File: src/fccm_ram.sv
// ----------------------------------------------------------------------------
// fccm_ram
// Generic memory with one write port and one registered read port.
// ----------------------------------------------------------------------------
module fccm_ram #(
  parameter int WIDTH = 8,
  parameter int DEPTH = 256
) (
  input  logic                                    clk_i,
  input  logic                                    we_i,
  input  logic [(DEPTH > 1 ? $clog2(DEPTH) : 1)-1:0] waddr_i,
  input  logic [WIDTH-1:0]                        wdata_i,
  input  logic [(DEPTH > 1 ? $clog2(DEPTH) : 1)-1:0] raddr_i,
  output logic [WIDTH-1:0]                        rdata_o
);

  logic [WIDTH-1:0] mem_q [DEPTH];

  always_ff @(posedge clk_i) begin
    if (we_i) begin
      mem_q[waddr_i] <= wdata_i;
    end
    rdata_o <= mem_q[raddr_i];
  end

endmodule

File: config.mk
export PLATFORM = sky130hd
export DESIGN_NAME = fccm_ram
export DESIGN_NICKNAME = d
export VERILOG_FILES = /design/src/fccm_ram.sv
export SDC_FILE = /design/constraint.sdc
export NUM_CORES = 2
export LEC_CHECK = 0
export BUFFER_PORTS_ARGS = -buffer_cell sky130_fd_sc_hd__buf_2
export CAP_MARGIN = 40
export CORE_MARGIN = 8
export CORE_UTILIZATION = 25
export CTS_BUF_LIST = sky130_fd_sc_hd__clkbuf_8
export DETAILED_ROUTE_END_ITERATION = 12
export HOLD_SLACK_MARGIN = 0.1
export PLACE_DENSITY = 0.42
export SYNTH_ARGS = -nofsm -noshare
export SYNTH_HDL_FRONTEND = slang
export SYNTH_SLANG_ARGS = --single-unit
File: constraint.sdc
create_clock -name clk_i -period 6.15 [get_ports clk_i]
set_input_delay 0.3075 -clock clk_i [delete_from_list [all_inputs] [get_ports clk_i]]
set_output_delay 0.3075 -clock clk_i [all_outputs]
set_load 0.03 [all_outputs]
# == After elaboration in Yosys (flattened, before gate mapping) ==
# Memory sizes are Yosys's and may differ from the RTL's. A register that Yosys moved wholly into a read port is not among the register bits.
# Index checks and enable logic that the tools add are counted.
# classes
mux,2
# op_table
cell,n
two-way mux 1 bit,2
# totals
reg_bits,0
mem_bits_rw,2048
inputBits,26
output_inout_bits,8
wordCells,3
n_memories,1
# mem_list
memory,words,width,read_ports,rd_clocked_by_memory_dff,wr,line_no,rtl
mem_q,256,8,1,1,1,17,logic [WIDTH-1:0] mem_q [DEPTH];

# == Logic depth before layout (Yosys ltp) ==
# depth
depth_word,2
mapped_depth,11
depth_no_buf,6

# == Least setup slack after synthesis ==
# Ideal clock, no wire load.
# synth_timing
path_kind,input port to flip-flop
from,input port raddr_i[0] (netlist bit)
to,register rdata_o[2] (read register of mem_q)
setup_time_ns,0.131
t_arrival_ns,2.114
t_required_ns,6.019
slack_ns,3.905
path_stages,9
n_path_buf,4
cell_sequence,buf_6 > buf_12 > buf_8 > buf_2 > mux4_2 > a22oi_1 > a21oi_1 > nor4_1 > nor4_2
# synth_rtl
item,line_no,rtl
"start, declared",13,"input logic [(DEPTH > 1 ? $clog2(DEPTH) : 1)-1:0] raddr_i,"
"end, declared",14,output logic [WIDTH-1:0] rdata_o

==> summary.md <==
| Metric | Value |
|---|---|
| Initial Util | `25.1%` |
| Crit path DAT | `~4.2 ns` |
| CTS tree | `done` |
| Clock-pin slew on the worst setup and hold paths | `roughly 0.060 ns` |
| Pint | `between 0.02 and 0.025 W` |
| EDFF count, synth | `slightly above 2k` |
| Postcts setup bufs | `0` |
| Total gr overflow | `0` |
| Post_cts resized | `0` |
| DR WL/cell | `between 20 and 30 um` |
| Seq cells post-synth | `about 2.1k` |
| Final Hold Vio Count | `0` |
| Reg power frac | `about 54%` |
| Clk sinks | `2056` |
| Largest net degree at the start of global routing | `200` |
| HP Class | `primary input to register` |
| Outcome | `completed` |
| Final setup fails | `0` |
| Synth async-reset ratio | `0%` |
| Least-Margin Pin Slew | `1.17 ns` |
| Worst Setup End Kind | `register` |
| DRT Wirelength | `about 230000 um` |
| Sequential share of the synthesized area | `77.5%` |
| Final core utilization | `between 20% and 30%` |
| Post-DP Area | `approximately 86000 sq um` |
| Top post-synthesis cells by area | `edfxtp_1 (77%), mux4_2 (13%), mux2i_1 (1.7%)` |
| Die Height | `580 um` |
| Vias in the first global route | `around 41k` |
| Final nets | `4217` |
| Fill cells | `slightly above 30k` |
| Period utilization | `between 50% and 60%` |
| Total GRT Usage | `13.5%` |
| DR iter-0 viols | `approximately 3.4k` |
| Most frequent cells in the layout | `edfxtp_1 (2048), mux4_2 (454), clkbuf_8 (369)` |
| Clock latency on the worst-skew pair | `1.05 ns` |
| Post-synth top area share | `77.3%` |
| Placeable core area | `317000 sq um` |
| First-pass GRT wire length | `approximately 330000 um` |
| Unique cell type count in the Yosys netlist | `55` |
| Switching share of power | `roughly a quarter` |
| Most common cell after layout, fill and taps aside | `edfxtp_1` |
| Post-route DRC | `0` |
| H-tree level count | `5` |
| Die footprint | `approximately 340000 sq um` |
| Final Power | `between 0.02 and 0.03 W` |
| Clk buf depth | `4` |
| Clock Power Share | `40.3%` |
| Critical path class | `primary input to register` |
| Vias | `approximately 40k` |
| Final Cell Area | `slightly above 90000 sq um` |
| VDD IR max | `0.000173 V` |
| DIE WIDTH | `approximately 580 um` |
| Post-Syn Area per Cell | `around 21 sq um` |
| ANT nets after route | `0` |
| Synth-to-Final Area Change | `16.7%` |
| Layout cells sized above 1 | `27.2%` |
| Relative slew slack | `a little over a fifth` |
| Unrepaired setup endpoints after global routing | `false` |
| FP Rows | `roughly 210` |
| Warnings, synthesis | `0` |
| CTS buffer count | `about 360` |
| Initial antenna violation count | `13` |
| Post-DP HPWL | `approximately 140000 um` |
| Yosys top cell by area | `edfxtp_1` |
| Combinational power share | `between 5 and 6%` |
| Port Buffers | `33` |
| Final slew viol count | `0` |
| Startpoint Class | `primary input` |
| F_max | `between 200 and 300 MHz` |
| Pre-antenna DRT Iters | `5` |
| Root buf cell | `clkbuf_8` |
| Total leakage power | `28.8 nW` |
| WHS | `roughly 0.25 ns` |
| Final Critical Period | `3.35 ns` |
| Max_cap viols | `0` |
| Final TNS setup | `0 ns` |
| I/O Pins | `34` |
| Crit path required time | `~7.0 ns` |
| Clock skew | `0.102 ns` |
| Syn Inst Count | `about 3.7k` |
| Vias per Instance | `~4.6` |
| Net Count, Synth | `between 3k and 4k` |
| Top FF cell, synth | `edfxtp_1` |
| R2R Setup Slk | `between 3 and 4 ns` |
| CP Max Fanout | `16` |
| Sw Pwr | `0.00664 W` |
| Area of the mapped netlist | `about 80000 sq um` |
| GPL Wtd Cong | `approximately 0.76` |
| PwrDens | `between 300 and 400 nW/um^2` |
## kinds of logic after synthesis
logic type             count (synthesis)  synth area share [%]
DFF                                 2056                  77.5
muxes                                591                  14.6
and+or+nand+nor                      466                  2.63
AOI/OAI and AO/OA                    385                  3.42
buffers and inverters                235                  1.83
## what timing repair did
item	4_1_cts	5_1_grt
hold buffers	21	0
endpoints found under the setup margin	0	0
hold endpoints to repair	1040	0
## power by group through the flow
stage | combinational [W] | clock, W | sequential, W
4_1_cts | 0.00156 | 0.0118 | 0.0155
3_5_place_dp | 0.00155 | 0 | 0.0158
6_report | 0.00152 | 0.0115 | 0.0155
5_1_grt | 0.00161 | 0.0124 | 0.0155
2_1_floorplan | 0.000750 | 0 | 0.0158
3_3_place_gp | 0.00151 | 0 | 0.0158
## path summary, 6_finish.rpt
check,startpoint,endpoint,depth (start not counted)
hold reg to reg,mem_q[32][5],rdata_o[5],6
setup reg to reg,mem_q[83][5],rdata_o[5],6
hold / removal,waddr_i[7],mem_q[255][6],3
setup / recovery,raddr_i[4],rdata_o[5],12
## worst max-delay path, stage by stage
cell           delay, ns
dlygate4sd3_1       0.62
buf_2               0.59
buf_4               0.43
nor2_4              0.10
buf_12              0.21
buf_4               0.22
a22o_1              0.29
a221oi_1            0.38
o32ai_1             0.16
nor3_1              0.50
buf_4               0.26
nor4_1              0.06
## registers in the layout, indices dropped and copies added, names as in the netlist
signal   flops
rdata_o      8
mem_q     2048
## Yosys cell counts (3+ instances only)
cell type / count
buf_8: 13
buf_6: 21
nor3_1: 22
o22ai_1: 28
clkbuf_1: 111
a211oi_1: 16
or2_2: 4
nor2b_1: 31
o22a_1: 5
and2_1: 6
nand2_1: 33
buf_2: 31
mux2i_1: 134
o21ai_0: 10
mux4_2: 454
dfxtp_1: 8
nor2_1: 282
buf_12: 8
nor4_2: 3
o32ai_1: 4
a221oi_1: 13
buf_4: 27
nor4_1: 24
a22oi_1: 133
a22o_1: 8
nand2b_1: 8
nand3_1: 34
a21oi_1: 96
edfxtp_1: 2048
o211ai_1: 10
o221ai_1: 46
nand4_1: 10
buf_1: 22
## area by class of cell
| cell class | instances | area [sq um] | area share (%) |
|---|---|---|---|
| timing repair buffer | 325 | 3000 | 3.23 |
| antenna | 10 | 25.0 | 0.0269 |
| clock buffer | 369 | 5080 | 5.47 |
| multi-input combinational | 1442 | 16600 | 17.8 |
| inverter | 2 | 7.51 | 0.00808 |
| clock inverter | 263 | 1290 | 1.39 |
| sequential | 2056 | 61700 | 66.4 |
| tap | 4180 | 5230 | 5.63 |
## metrics by stage
step,worst slack [ns],cells
after CTS,2.84,8634
after floorplan,3.90,3733
after global routing,2.79,8641
after global placement,1.43,7808
final,2.80,8647
after detailed placement,2.13,7981
## routing by layer
layer | vias to the layer above | part of all wire [%] | track usage, %
met3 | 388 | 4.8 | 2.39
li1 | 16700 | - | -
met2 | 1126 | 48 | 22.1
met1 | 21500 | 45 | 18.5
met4 | 6 | 2.5 | 3.64
met5 | - | 0.016 | 0
No activity file was read; power rests on OpenSTA's default activity.
